### config.mk
export PLATFORM = sky130hd
export DESIGN_NAME = chat_message_deframer_unit
export DESIGN_NICKNAME = d
export VERILOG_FILES = /design/src/sv/cmdf_pkg.sv /design/src/sv/cmdf_front.sv /design/src/sv/cmdf_queue.sv /design/src/sv/cmdf_back.sv /design/src/sv/chat_message_deframer_unit.sv
export VERILOG_INCLUDE_DIRS = /design/src /design/src/sv
export SDC_FILE = /design/constraint.sdc
export NUM_CORES = 1
export LEC_CHECK = 0
export BUFFER_PORTS_ARGS = -buffer_cell sky130_fd_sc_hd__buf_4
export CAP_MARGIN = 20
export CORE_MARGIN = 1.5
export CORE_UTILIZATION = 60
export CTS_CLUSTER_SIZE = 30
export DETAILED_ROUTE_END_ITERATION = 7
export HOLD_SLACK_MARGIN = 0.12
export PLACE_DENSITY = 0.9
export SETUP_SLACK_MARGIN = 0.05
export SKIP_LAST_GASP = 1
export SLEW_MARGIN = 10
export SYNTH_ARGS = -nofsm -noshare
export SYNTH_HDL_FRONTEND = slang
export SYNTH_SLANG_ARGS = --single-unit
export TNS_END_PERCENT = 100
### constraint.sdc
create_clock -name clk -period 4.9 [get_ports clk]
set_clock_uncertainty 0.1 [all_clocks]
set_input_delay 0.245 -clock clk [delete_from_list [all_inputs] [get_ports clk]]
set_output_delay 0.245 -clock clk [all_outputs]
set_load 0.02 [all_outputs]
### src/sv/chat_message_deframer_unit_assert.svh
// ---------------------------------------------------------------------------
// Assertion macros for the chat message deframer.
// ---------------------------------------------------------------------------
`ifndef CHAT_MESSAGE_DEFRAMER_UNIT_ASSERT_SVH
`define CHAT_MESSAGE_DEFRAMER_UNIT_ASSERT_SVH

// Consequent must hold in the same cycle as the antecedent.
`define CMDF_ASSERT_SAME(lbl, clk, rstn, ante, cons) \
	lbl: assert property (@(posedge clk) disable iff (!rstn) (ante) |-> (cons)) \
		else $error("deframer assertion failed: same-cycle check");

// Consequent must hold in the cycle after the antecedent.
`define CMDF_ASSERT_NEXT(lbl, clk, rstn, ante, cons) \
	lbl: assert property (@(posedge clk) disable iff (!rstn) (ante) |=> (cons)) \
		else $error("deframer assertion failed: next-cycle check");

`endif

### src/sv/cmdf_pkg.sv
// ---------------------------------------------------------------------------
// cmdf_pkg
// Shared types and constants of the chat message deframer.
// ---------------------------------------------------------------------------
package cmdf_pkg;

	// Input actions
	localparam logic [1:0] ACT_BYTE       = 2'd0;
	localparam logic [1:0] ACT_DISCONNECT = 2'd1;

	// Result kinds
	localparam logic [1:0] KIND_DATA      = 2'd0;
	localparam logic [1:0] KIND_FIELD_END = 2'd1;
	localparam logic [1:0] KIND_ERROR     = 2'd2;

	// Error codes
	localparam logic [1:0] ERR_BAD_HEADER = 2'd0;
	localparam logic [1:0] ERR_MALFORMED  = 2'd1;
	localparam logic [1:0] ERR_DISCONNECT = 2'd2;

	localparam logic [7:0]  BAR_CHAR         = 8'h7C;
	localparam logic [7:0]  VERSION_CHAR     = 8'h31;
	localparam logic [7:0]  DIGIT_LO         = 8'h30;
	localparam logic [7:0]  DIGIT_HI         = 8'h39;
	localparam logic [2:0]  VERSION_CHARS    = 3'd7;
	localparam logic [2:0]  CODE_CHARS       = 3'd3;
	localparam int          NUM_CODES        = 5;
	localparam logic [23:0] BODY_LIMIT_RESET = 24'd100000;

	// NAM, SET, MSG, WHO, ERR
	localparam logic [23:0] CODE_WORDS [NUM_CODES] = '{
		24'h4E414D, 24'h534554, 24'h4D5347, 24'h57484F, 24'h455252
	};

	typedef struct packed {
		logic [1:0] kind;
		logic [7:0] data;
		logic [1:0] field;
		logic [2:0] code;
		logic [1:0] err;
		logic       last;
	} rslt_t;

	typedef struct packed {
		logic       hit;
		logic [2:0] idx;
	} code_match_t;

	function automatic code_match_t code_lookup(input logic [23:0] word);
		code_match_t m;
		m = '0;
		for (int i = NUM_CODES - 1; i >= 0; i--) begin
			if (word == CODE_WORDS[i]) begin
				m.hit = 1'b1;
				m.idx = 3'(i);
			end
		end
		return m;
	endfunction

endpackage

### src/sv/cmdf_front.sv
// ---------------------------------------------------------------------------
// cmdf_front
// Accepts stream words, parses the header and tracks the body, and pushes
// one classified result per word that causes one.
// ---------------------------------------------------------------------------
`include "chat_message_deframer_unit_assert.svh"

module cmdf_front #(
	parameter int MAX_BODY_FIELDS = 4,
	parameter int LENGTH_DIGITS   = 7
) (
	input  logic                 clk,
	input  logic                 arst_n,
	input  logic                 in_valid,
	output logic                 in_ready,
	input  logic [1:0]           action,
	input  logic [7:0]           data_byte,
	input  logic [23:0]          body_limit,
	input  logic                 q_full,
	output logic                 push,
	output cmdf_pkg::rslt_t      push_rec
);

	localparam int CW = $clog2(MAX_BODY_FIELDS + 1);

	typedef enum logic [1:0] {PH_VERSION, PH_CODE, PH_LENGTH, PH_BODY} phase_t;

	phase_t        phase_q, nx_phase;
	logic [2:0]    hc_q, nx_hc;
	logic          vok_q, nx_vok;
	logic [23:0]   cc_q, nx_cc;
	logic [23:0]   accum_q, nx_accum;
	logic          dok_q, nx_dok;
	logic [23:0]   rem_q, nx_rem;
	logic [CW-1:0] cf_q, nx_cf;
	logic [2:0]    ci_q, nx_ci;

	logic                  accept;
	logic                  emit;
	logic                  fail;
	logic                  restart;
	logic [1:0]            fail_ec;
	logic                  is_bar;
	logic                  is_digit;
	logic [23:0]           rem_dec;
	cmdf_pkg::code_match_t cmatch;
	cmdf_pkg::rslt_t       rec;

	assign in_ready = !q_full;
	assign accept   = in_valid && !q_full;
	assign is_bar   = (data_byte == cmdf_pkg::BAR_CHAR);
	assign is_digit = (data_byte >= cmdf_pkg::DIGIT_LO) && (data_byte <= cmdf_pkg::DIGIT_HI);
	assign rem_dec  = rem_q - 24'd1;
	assign cmatch   = cmdf_pkg::code_lookup(cc_q);

	always_comb begin
		nx_phase = phase_q;
		nx_hc    = hc_q;
		nx_vok   = vok_q;
		nx_cc    = cc_q;
		nx_accum = accum_q;
		nx_dok   = dok_q;
		nx_rem   = rem_q;
		nx_cf    = cf_q;
		nx_ci    = ci_q;
		emit     = 1'b0;
		fail     = 1'b0;
		restart  = 1'b0;
		fail_ec  = cmdf_pkg::ERR_MALFORMED;
		rec      = '0;

		priority if (action == cmdf_pkg::ACT_DISCONNECT) begin
			fail    = 1'b1;
			fail_ec = cmdf_pkg::ERR_DISCONNECT;
		end else if (action != cmdf_pkg::ACT_BYTE) begin
			fail = 1'b1;
		end else begin
			unique case (phase_q)
				PH_VERSION: begin
					if (is_bar) begin
						if (hc_q == 3'd1 && vok_q) begin
							nx_phase = PH_CODE;
							nx_hc    = '0;
							nx_cc    = '0;
						end else begin
							fail    = 1'b1;
							fail_ec = cmdf_pkg::ERR_BAD_HEADER;
						end
					end else if (hc_q >= cmdf_pkg::VERSION_CHARS) begin
						fail = 1'b1;
					end else begin
						nx_vok = (hc_q == 3'd0) && (data_byte == cmdf_pkg::VERSION_CHAR);
						nx_hc  = hc_q + 3'd1;
					end
				end
				PH_CODE: begin
					if (is_bar) begin
						if (hc_q == cmdf_pkg::CODE_CHARS && cmatch.hit) begin
							nx_ci    = cmatch.idx;
							nx_phase = PH_LENGTH;
							nx_hc    = '0;
							nx_accum = '0;
							nx_dok   = 1'b1;
						end else begin
							fail    = 1'b1;
							fail_ec = cmdf_pkg::ERR_BAD_HEADER;
						end
					end else if (hc_q >= cmdf_pkg::CODE_CHARS) begin
						fail = 1'b1;
					end else begin
						nx_cc = {cc_q[15:0], data_byte};
						nx_hc = hc_q + 3'd1;
					end
				end
				PH_LENGTH: begin
					if (is_bar) begin
						if (!dok_q || accum_q == 24'd0 || accum_q >= body_limit) begin
							fail = 1'b1;
						end else begin
							nx_phase = PH_BODY;
							nx_rem   = accum_q;
							nx_cf    = '0;
							nx_hc    = '0;
						end
					end else if (hc_q >= 3'(LENGTH_DIGITS)) begin
						fail = 1'b1;
					end else begin
						// Times ten as two shifts and an add, wrapping at 24 bits.
						if (is_digit)
							nx_accum = (accum_q << 3) + (accum_q << 1) + 24'(data_byte[3:0]);
						else
							nx_dok = 1'b0;
						nx_hc = hc_q + 3'd1;
					end
				end
				PH_BODY: begin
					if (cf_q >= CW'(MAX_BODY_FIELDS)) begin
						fail = 1'b1;
					end else begin
						nx_rem     = rem_dec;
						rec.field  = 2'(cf_q);
						rec.code   = ci_q;
						if (is_bar) begin
							emit     = 1'b1;
							rec.kind = cmdf_pkg::KIND_FIELD_END;
							if (rem_dec == 24'd0) begin
								restart  = 1'b1;
								rec.last = 1'b1;
							end else begin
								nx_cf = cf_q + CW'(1);
							end
						end else if (rem_dec == 24'd0) begin
							// Body ran out without a closing bar.
							fail = 1'b1;
						end else begin
							emit     = 1'b1;
							rec.kind = cmdf_pkg::KIND_DATA;
							rec.data = data_byte;
						end
					end
				end
				default: ;
			endcase
		end

		if (fail) begin
			restart  = 1'b1;
			emit     = 1'b1;
			rec      = '0;
			rec.kind = cmdf_pkg::KIND_ERROR;
			rec.err  = fail_ec;
		end

		if (restart) begin
			nx_phase = PH_VERSION;
			nx_hc    = '0;
			nx_vok   = 1'b0;
			nx_cc    = '0;
			nx_accum = '0;
			nx_dok   = 1'b1;
			nx_rem   = '0;
			nx_cf    = '0;
			nx_ci    = '0;
		end
	end

	assign push     = accept && emit;
	assign push_rec = rec;

	always_ff @(posedge clk or negedge arst_n) begin
		if (!arst_n) begin
			phase_q <= PH_VERSION;
			hc_q    <= '0;
			vok_q   <= 1'b0;
			cc_q    <= '0;
			accum_q <= '0;
			dok_q   <= 1'b1;
			rem_q   <= '0;
			cf_q    <= '0;
			ci_q    <= '0;
		end else if (accept) begin
			phase_q <= nx_phase;
			hc_q    <= nx_hc;
			vok_q   <= nx_vok;
			cc_q    <= nx_cc;
			accum_q <= nx_accum;
			dok_q   <= nx_dok;
			rem_q   <= nx_rem;
			cf_q    <= nx_cf;
			ci_q    <= nx_ci;
		end
	end

	`CMDF_ASSERT_NEXT(a_error_restarts, clk, arst_n, push && push_rec.kind == cmdf_pkg::KIND_ERROR, phase_q == PH_VERSION && hc_q == 3'd0)
	`CMDF_ASSERT_SAME(a_field_bound, clk, arst_n, 1'b1, (phase_q == PH_BODY && cf_q <= CW'(MAX_BODY_FIELDS)) || (phase_q != PH_BODY && cf_q == '0))

endmodule

### src/sv/cmdf_queue.sv
// ---------------------------------------------------------------------------
// cmdf_queue
// Two-entry result queue between the parser and the output stage.
// ---------------------------------------------------------------------------
`include "chat_message_deframer_unit_assert.svh"

module cmdf_queue (
	input  logic            clk,
	input  logic            arst_n,
	input  logic            push,
	input  cmdf_pkg::rslt_t push_rec,
	input  logic            pop,
	output logic            full,
	output logic            not_empty,
	output cmdf_pkg::rslt_t head
);

	localparam int DEPTH = 2;
	localparam int PW    = $clog2(DEPTH);
	localparam int NW    = $clog2(DEPTH + 1);

	cmdf_pkg::rslt_t mem_q [DEPTH];
	logic [PW-1:0]   wr_ptr_q;
	logic [PW-1:0]   rd_ptr_q;
	logic [NW-1:0]   count_q;

	assign full      = (count_q == NW'(DEPTH));
	assign not_empty = (count_q != '0);
	assign head      = mem_q[rd_ptr_q];

	always_ff @(posedge clk) begin
		if (push)
			mem_q[wr_ptr_q] <= push_rec;
	end

	always_ff @(posedge clk or negedge arst_n) begin
		if (!arst_n) begin
			wr_ptr_q <= '0;
			rd_ptr_q <= '0;
			count_q  <= '0;
		end else begin
			if (push)
				wr_ptr_q <= wr_ptr_q + PW'(1);
			if (pop)
				rd_ptr_q <= rd_ptr_q + PW'(1);
			unique case ({push, pop})
				2'b10:   count_q <= count_q + NW'(1);
				2'b01:   count_q <= count_q - NW'(1);
				default: count_q <= count_q;
			endcase
		end
	end

	`CMDF_ASSERT_SAME(a_no_overflow, clk, arst_n, push, !full)
	`CMDF_ASSERT_SAME(a_no_underflow, clk, arst_n, pop, not_empty)

endmodule

### src/sv/cmdf_back.sv
// ---------------------------------------------------------------------------
// cmdf_back
// Output stage: draws results from the queue into a registered output.
// ---------------------------------------------------------------------------
module cmdf_back (
	input  logic            clk,
	input  logic            arst_n,
	input  logic            q_valid,
	input  cmdf_pkg::rslt_t q_head,
	output logic            q_pop,
	output logic            out_valid,
	input  logic            out_ready,
	output logic [1:0]      kind,
	output logic [7:0]      out_byte,
	output logic [1:0]      field_index,
	output logic [2:0]      msg_code,
	output logic [1:0]      error_code,
	output logic            last
);

	logic            out_valid_q;
	cmdf_pkg::rslt_t out_rec_q;

	// Refill whenever the register is empty or its word leaves this cycle.
	assign q_pop = q_valid && (!out_valid_q || out_ready);

	always_ff @(posedge clk or negedge arst_n) begin
		if (!arst_n)
			out_valid_q <= 1'b0;
		else if (!out_valid_q || out_ready)
			out_valid_q <= q_valid;
	end

	always_ff @(posedge clk) begin
		if (q_pop)
			out_rec_q <= q_head;
	end

	assign out_valid   = out_valid_q;
	assign kind        = out_rec_q.kind;
	assign out_byte    = out_rec_q.data;
	assign field_index = out_rec_q.field;
	assign msg_code    = out_rec_q.code;
	assign error_code  = out_rec_q.err;
	assign last        = out_rec_q.last;

endmodule

### src/sv/chat_message_deframer_unit.sv
// ---------------------------------------------------------------------------
// chat_message_deframer_unit
// Deframes a version|code|length|body byte stream into tagged body and error results.
// ---------------------------------------------------------------------------
// The unit takes one input word per clock cycle when the output side keeps
// up: the header and body state machine in the front end classifies each
// word combinationally, including the times-ten length update and the
// limit compare. A result passes from its accepted input word through a
// two-entry queue and then an output register, so the input keeps accepting
// while a result waits to be taken; the input stalls only when the queue is
// full. Words that cause no result (header bytes and header delimiters) are
// consumed without a push to the queue. The body_limit register may be
// written at any time the block is idle and its write channel is always
// ready.
module chat_message_deframer_unit #(
	parameter int MAX_BODY_FIELDS = 4,
	parameter int LENGTH_DIGITS   = 7
) (
	input  logic        clk,
	input  logic        arst_n,
	input  logic        cfg_valid,
	output logic        cfg_ready,
	input  logic [23:0] body_limit,
	input  logic        in_valid,
	output logic        in_ready,
	input  logic [1:0]  action,
	input  logic [7:0]  data_byte,
	output logic        out_valid,
	input  logic        out_ready,
	output logic [1:0]  kind,
	output logic [7:0]  out_byte,
	output logic [1:0]  field_index,
	output logic [2:0]  msg_code,
	output logic [1:0]  error_code,
	output logic        last
);

	logic [23:0]     body_limit_q;
	logic            push;
	cmdf_pkg::rslt_t push_rec;
	logic            q_full;
	logic            q_not_empty;
	logic            q_pop;
	cmdf_pkg::rslt_t q_head;

	assign cfg_ready = 1'b1;

	always_ff @(posedge clk or negedge arst_n) begin
		if (!arst_n)
			body_limit_q <= cmdf_pkg::BODY_LIMIT_RESET;
		else if (cfg_valid && cfg_ready)
			body_limit_q <= body_limit;
	end

	cmdf_front #(
		.MAX_BODY_FIELDS(MAX_BODY_FIELDS),
		.LENGTH_DIGITS  (LENGTH_DIGITS)
	) u_front (
		.clk       (clk),
		.arst_n    (arst_n),
		.in_valid  (in_valid),
		.in_ready  (in_ready),
		.action    (action),
		.data_byte (data_byte),
		.body_limit(body_limit_q),
		.q_full    (q_full),
		.push      (push),
		.push_rec  (push_rec)
	);

	cmdf_queue u_queue (
		.clk      (clk),
		.arst_n   (arst_n),
		.push     (push),
		.push_rec (push_rec),
		.pop      (q_pop),
		.full     (q_full),
		.not_empty(q_not_empty),
		.head     (q_head)
	);

	cmdf_back u_back (
		.clk        (clk),
		.arst_n     (arst_n),
		.q_valid    (q_not_empty),
		.q_head     (q_head),
		.q_pop      (q_pop),
		.out_valid  (out_valid),
		.out_ready  (out_ready),
		.kind       (kind),
		.out_byte   (out_byte),
		.field_index(field_index),
		.msg_code   (msg_code),
		.error_code (error_code),
		.last       (last)
	);

endmodule
Word level (Yosys, flattened, before mapping)
Memories as Yosys holds them, arrays and structs flattened. A register that Yosys moved wholly into a read port is not among the register bits.
Index checks and enable logic that the tools add are counted.
{"block": "classes", "addsub": 9, "order_cmp": 6, "n_eq_ne": 39, "n_mux": 125, "n_reduce_logical": 37}
{"op": "24-bit two-way mux", "count": 21}
{"op": "24-bit case mux with 2 select lines", "count": 3}
{"op": "24-bit by 23-bit == test with 1-bit output, second input constant", "count": 5}
{"op": "3-bit two-way mux", "count": 24}
{"op": "15-bit two-way mux", "count": 4}
{"op": "24-bit logical NOT", "count": 2}
{"op": "1-bit two-way mux", "count": 45}
{"op": "9-bit AND reduction", "count": 3}
{"op": "2-bit two-way mux", "count": 13}
{"op": "24-bit adder", "count": 1}
{"op": "24-bit by 4-bit adder with 24-bit output", "count": 1}
{"op": "24-bit greater-or-equal comparator", "count": 1}
{"op": "3-bit by 2-bit inequality test with 1-bit output, second input constant", "count": 8}
{"op": "24-bit by 1-bit subtractor with 24-bit output, second input constant", "count": 1}
{"op": "3-bit by 1-bit inequality test with 1-bit output, second input constant", "count": 7}
{"op": "4-bit two-way mux", "count": 5}
{"op": "18-bit two-way mux", "count": 1}
{"op": "8-bit two-way mux", "count": 2}
{"op": "8-bit AND reduction", "count": 2}
{"op": "2-bit nonzero test", "count": 7}
{"op": "4-bit by 3-bit inequality test with 1-bit output, second input constant", "count": 3}
{"op": "6-bit AND reduction", "count": 2}
{"op": "10-bit AND reduction", "count": 1}
{"op": "3-bit case mux with 3 select lines", "count": 1}
{"op": "other kinds (29)", "count": 53}
{"block": "totals", "regBits": 114, "mem_bits_rw": 36, "memories": 1}
{"memory": "u_queue.mem_q", "depth": 2, "word_bits": 18, "read_ports": 1, "rd_ports_with_merged_regs": 1, "wr": 1, "line_no": "cmdf_queue.sv:22", "source": "cmdf_pkg::rslt_t mem_q [DEPTH];"}

Depth between registers and ports, before layout
{"block": "logic_depth", "ltp_word": 16, "depth_mapped": 17, "mapped_depth_nobuf": 15}

By module
From an unflattened synthesis, not the netlist that was laid out.
{"block": "hier_totals", "hier_cells": 1061, "area_unflattened_um2": 10731.5}
{"mod": "cmdf_front", "instances": 1, "cells_each": 914, "area_per_inst_um2": 7596.0, "seq_area_each_um2": 2128.3}
{"mod": "cmdf_queue", "instances": 1, "cells_each": 72, "area_per_inst_um2": 1535.2, "seq_area_each_um2": 1181.1}
{"mod": "chat_message_deframer_unit", "instances": 1, "cells_each": 53, "area_per_inst_um2": 1016.0, "seq_area_each_um2": 608.1}
{"mod": "cmdf_back", "instances": 1, "cells_each": 22, "area_per_inst_um2": 584.3, "seq_area_each_um2": 565.5}

Least setup slack after synthesis
OpenSTA, ideal clock, no wires.
{"block": "synth_timing", "kind": "reg2reg", "from": "register u_front.rem_q[0]", "to": "memory u_queue.mem_q[1][0] in the netlist's numbering (enable)", "arrival_time_ns": 3.901, "required_ns": 4.407, "slack_ns": 0.506, "path_stages_with_launch": 14, "period_less_slack_ns": 4.394, "path_cell_list": "dfrtp_1 -> inv_1 -> ha_1 -> nor4b_4 -> nand3_1 -> or2_1 -> or3b_1 -> a2111oi_0 -> a21bo_1 -> o21ai_4 -> inv_2 -> buf_2 -> o21ai_1 -> nor2_1"}
{"block": "synth_via", "elab_chain_len": 12, "word_cells_on_any_way": 18, "classes_between": "add/sub (1); mux (15); reduce/logical (2)"}
{"element": "from (decl)", "line_no": "cmdf_front.sv:34", "source": "logic [23:0] rem_q, nx_rem;"}
{"element": "from (signal assigned)", "line_no": "cmdf_front.sv:208", "source": "rem_q <= nx_rem;"}
{"element": "24-bit by 1-bit subtractor with 24-bit output (*)", "line_no": "cmdf_front.sv:53", "source": "assign rem_dec = rem_q - 24'd1;"}
{"element": "24-bit logical NOT (*)", "line_no": "cmdf_front.sv:152", "source": "end else if (rem_dec == 24'd0) begin"}
{"element": "1-bit two-way mux", "line_no": "cmdf_front.sv:152"}
{"element": "1-bit two-way mux", "line_no": "cmdf_front.sv:143", "source": "if (is_bar) begin"}
{"element": "1-bit two-way mux", "line_no": "cmdf_front.sv:137", "source": "if (cf_q >= CW'(MAX_BODY_FIELDS)) begin"}
{"element": "1-bit case mux with 4 select lines / 1-bit two-way mux (equally long branches)", "line_no": "cmdf_front.sv:78", "source": "unique case (phase_q)"}
{"element": "1-bit two-way mux", "line_no": "cmdf_front.sv:75", "source": "end else if (action != cmdf_pkg::ACT_BYTE) begin"}
{"element": "1-bit two-way mux", "line_no": "cmdf_front.sv:72", "source": "priority if (action == cmdf_pkg::ACT_DISCONNECT) begin"}
{"element": "1-bit two-way mux (*)", "line_no": "cmdf_front.sv:166", "source": "if (fail) begin"}
{"element": "1-bit logical AND (*)", "line_no": "cmdf_front.sv:187", "source": "assign push = accept && emit;"}
{"element": "1-bit two-way mux (*)", "line_no": "cmdf_queue.sv:32", "source": "if (push)"}
{"element": "1-bit two-way mux (implied by the code) (*)", "line_no": "cmdf_queue.sv:33", "source": "mem_q[wr_ptr_q] <= push_rec;"}
{"element": "to (decl)", "line_no": "cmdf_queue.sv:22"}
Mark *: on every way between the ends. The rest lies on a longest branch, timed or not.

Worst setup path after layout
{"block": "layout_timing", "from": "register u_front.rem_q[1]", "to": "register u_front.hc_q[1]"}
{"block": "layout_via", "elab_chain_len": 11, "word_cells_on_any_way": 23, "classes_between": "add/sub (1); eq/ne (6); mux (13); reduce/logical (3)"}
{"element": "24-bit by 1-bit subtractor with 24-bit output (*)", "line_no": "cmdf_front.sv:53"}
{"element": "24-bit logical NOT (*)", "line_no": "cmdf_front.sv:146, cmdf_front.sv:152"}
{"element": "1-bit two-way mux (*)", "line_no": "cmdf_front.sv:146, cmdf_front.sv:152"}
{"element": "1-bit two-way mux", "line_no": "cmdf_front.sv:143"}
{"element": "1-bit two-way mux", "line_no": "cmdf_front.sv:137"}
{"element": "1-bit case mux with 4 select lines / 1-bit two-way mux (equally long branches)", "line_no": "cmdf_front.sv:78"}
{"element": "1-bit two-way mux", "line_no": "cmdf_front.sv:75"}
{"element": "1-bit two-way mux", "line_no": "cmdf_front.sv:72"}
{"element": "1-bit two-way mux (*)", "line_no": "cmdf_front.sv:166"}
{"element": "4-bit by 3-bit inequality test with 1-bit output (no source line), or another cell as far along"}
{"element": "8-bit AND reduction (no source line)"}
{"element": "to (signal assigned)", "line_no": "cmdf_front.sv:203", "source": "hc_q <= nx_hc;"}
{"element": "to (decl)", "line_no": "cmdf_front.sv:29", "source": "logic [2:0] hc_q, nx_hc;"}
Marks and branches as above.
A chain may end at the register's enable or synchronous reset.

==> impl_metrics.yaml <==
timing:
  max_slew_margin_pct: 37.8
  fin_ws_ns: 0.453
  rsz0062_at_grt: "no"
  fin_crit_ns: 4.45
  fin_setup_tns_ns: 0
  finalHoldViolCount: 0
  worstMarginPinSlew_ns: 0.933
  whs_ns: 0.148
  period_share_pct: 90.7
  setup_viol: 0
  fmax_mhz: 225
  report.final.slew_viol_count: 0
die:
  core-area_um2: 16500
  initial_core_util_pct: 60.9
  die_h_um: 132
  die_w_um: 132
  row_count: 47
  dieArea_um2: 17500
  ios: 60
worst_hold_path:
  hold_path_class: "in2reg"
  hold_depth: 3
  hold_end: "body_limit_q[18]"
  holdCritStartpoint: "cfg_valid"
power_and_ir_drop:
  power_frac_comb_pct: 30.9
  power_switching_w: 0.00160
  ir_worst_vdd_mv: 0.315
  power.share.clock_pct: 28.6
  p_leak_nw: 5.14
  intPower_w: 0.00298
  power_w: 0.00457
  swShare_pct: 34.9
  p_per_area_nw_per_um2: 392
  pwr-share-seq_pct: 40.6
final_layout:
  nets: 1238
  fillers: 1173
  area_growth_syn_to_layout_pct: 16.6
  antenna_cells: 0
  multi_input_area_um2: 5150
  regArea_um2: 4480
  layout_common_cells: "nand2_1 (143), dfrtp_1 (107), ha_1 (80)"
  final_core_util_pct: 71.0
  layout-drive-gt1-share_pct: 14.0
  final_common_cell: "nand2_1"
placed_design:
  routabilityCongestion: 0.914
  dp_slack_ns: 0.154
  portBuffers: 58
  post-dp-hpwl_um: 16500
route:
  drc: 0
  wl_per_cell_um: 18.8
  avgViaCountPerCell: 6.27
  final_antenna_net_count: 0
  drt_iter0_drc: 747
  vias: 8459
  dr.pass1.iters: 7
  wirelength_um: 25300
synth:
  synthesis.area_um2: 10000
  synth_area_per_cell_um2: 9.82
  ys_types: 80
  synth_edf_count: 54
  synth_warnings: 0
  ys.flop_type: "dfrtp_1"
  ys_seq_elements: 168
  syn_inst: 1020
  synthArstFlopShare_pct: 67.9
  yosysSeqAreaShare_pct: 44.7
  synth_top_area_share_pct: 26.7
  synth_nets: 1141
  synth.area.top_cells: "dfrtp_1 (27%), edfxtp_1 (16%), ha_1 (10%)"
  yosys.area.top_type: "dfrtp_1"
cts:
  clock_sinks: 168
  cts-root-buf: "clkbuf_16"
  cts_tree: "done"
  clk_latency_ns: 0.45
  cts_made_buffers: 17
  clk_pin_slew_ns: 0.06
  cts_buffer_depth: 2
  htreeDepth: 4
job:
  cap_viol_max_count: 0
setup_path:
  critPathKind: "reg2reg"
  endpoint_kind: "flop"
  cp.buffers_inverters: 2
  cp-start-kind: "flop"
  required_ns: 5.13
  max_stage_delay_ns: 0.48
  r2r_slack_ns: 0.45
  rr_worst_depth: 13
  cp_cell_sequence: "inv_1 > ha_1 > nor4b_4 > nand3_1 > or2_1 > or3b_1 > a2111oi_2 > a21bo_1 > o21ai_4 > inv_2 > nor2_4 > a21oi_1 > mux2_2"
  critPathSlowestCell: "a2111oi_2"
  critPathMaxFanout: 18
  critPathTopFamily: "simple AND/OR/NAND/NOR gates"
  arrival_ns: 4.68
  worstReg2RegStart: "u_front.rem_q[1]"
  r2r_end: "u_front.hc_q[1]"
grt:
  first_global_vias: 8607
  grt_antenna_before_repair: 0
  grt_start_max_net_pins: 75
  grt_usage_pct: 30.3
  grt_overflow: 0
  grt_pass1_wl_um: 42200
outcome:
  status: "completed"
## Yosys cell counts (21+ instances only)
master and count:
a21oi_1 43, a22o_1 22, clkbuf_1 21, dfrtp_1 107, edfxtp_1 54, ha_1 80
inv_1 54, mux2_2 23, nand2_1 144, nand3_1 24, nor2_1 57, nor3_1 25
o21ai_0 67, xnor2_1 21
## cells by family after synthesis
logic type | count (synthesis) | share of synthesized area [%]
flip-flops | 168 | 44.7
buffers and inverters | 96 | 4.02
XOR/XNOR | 27 | 2.36
AO/OA/AOI/OAI | 240 | 15.9
AND/OR/NAND/NOR | 377 | 19.4
adder cells (fa/ha/maj) | 82 | 10.4
other | 1 | 0.0374
multiplexers | 29 | 3.18
## worst register-to-register path: stages (launching register included)
cell	delay, ns
dfrtp_1	0.44
inv_1	0.14
ha_1	0.28
nor4b_4	0.46
nand3_1	0.20
or2_1	0.34
or3b_1	0.40
a2111oi_2	0.48
a21bo_1	0.22
o21ai_4	0.12
inv_2	0.25
nor2_4	0.16
a21oi_1	0.36
mux2_2	0.39
## stage by stage
| stage | std cells | instance area [um^2] |
|---|---|---|
| floorplan | 1020 | 10000 |
| global placement | 1274 | 10700 |
| detailed placement | 1274 | 10700 |
| CTS | 1347 | 11600 |
| global route | 1350 | 11700 |
| finish | 1350 | 11700 |
## per-layer routing
| layer | wire length [um] | track usage (%) | vias to the layer above |
|---|---|---|---|
| li1 | - | - | 3926 |
| met1 | 10000 | 37.1 | 4101 |
| met2 | 13000 | 53.1 | 369 |
| met3 | 1670 | 5.81 | 63 |
| met4 | 677 | 11.4 | 0 |
| met5 | 0 | 0 | - |
## power groups by stage
stage	Sequential [W]	Clock [W]	Combinational, W
after global routing	0.00188	0.00138	0.00154
final	0.00186	0.00131	0.00141
after floorplan	0.00191	0	0.000897
after detailed placement	0.00188	0	0.00134
after global placement	0.00186	0	0.00130
after CTS	0.00186	0.00131	0.00138
## timing repair
item | CTS | global route
endpoints found under the setup margin | 0 | 84
gates resized for setup | 0 | 3
setup buffers | 0 | 2
hold buffers | 41 | 0
endpoints found under the hold margin | 120 | 0
## sequential cells by signal (all words and copies together), names as in the netlist, 3 cells and up
name             flops
u_queue.mem_q       36
u_front.rem_q       24
body_limit_q        24
u_front.ci_q         3
u_front.accum_q     24
u_back.out_byte      8
u_front.hc_q         3
u_back.msg_code      3
u_front.cf_q         3
u_front.cc_q        24
## worst max path at each step
stage / cells after the start / end / from
final: 13 / u_front.hc_q[1] / u_front.rem_q[1]
after global routing: 13 / u_front.hc_q[1] / u_front.rem_q[0]
after CTS: 13 / u_front.rem_q[2] / u_front.rem_q[0]
after detailed placement: 13 / u_front.rem_q[2] / u_front.rem_q[0]
after global placement: 13 / u_front.rem_q[21] / u_front.rem_q[0]
after floorplan: 13 / u_queue.mem_q[1][0] / u_front.rem_q[0]
## final cells by class
class                      count  share of cell area [%]
tap                          220                    2.36
multi-input combinational    756                    44.1
sequential                   168                    38.4
clock buffer                  20                    3.82
timing repair buffer         119                    8.56
clock inverter                12                    1.01
inverter                      55                    1.77
(Power assumes the default switching activity.)
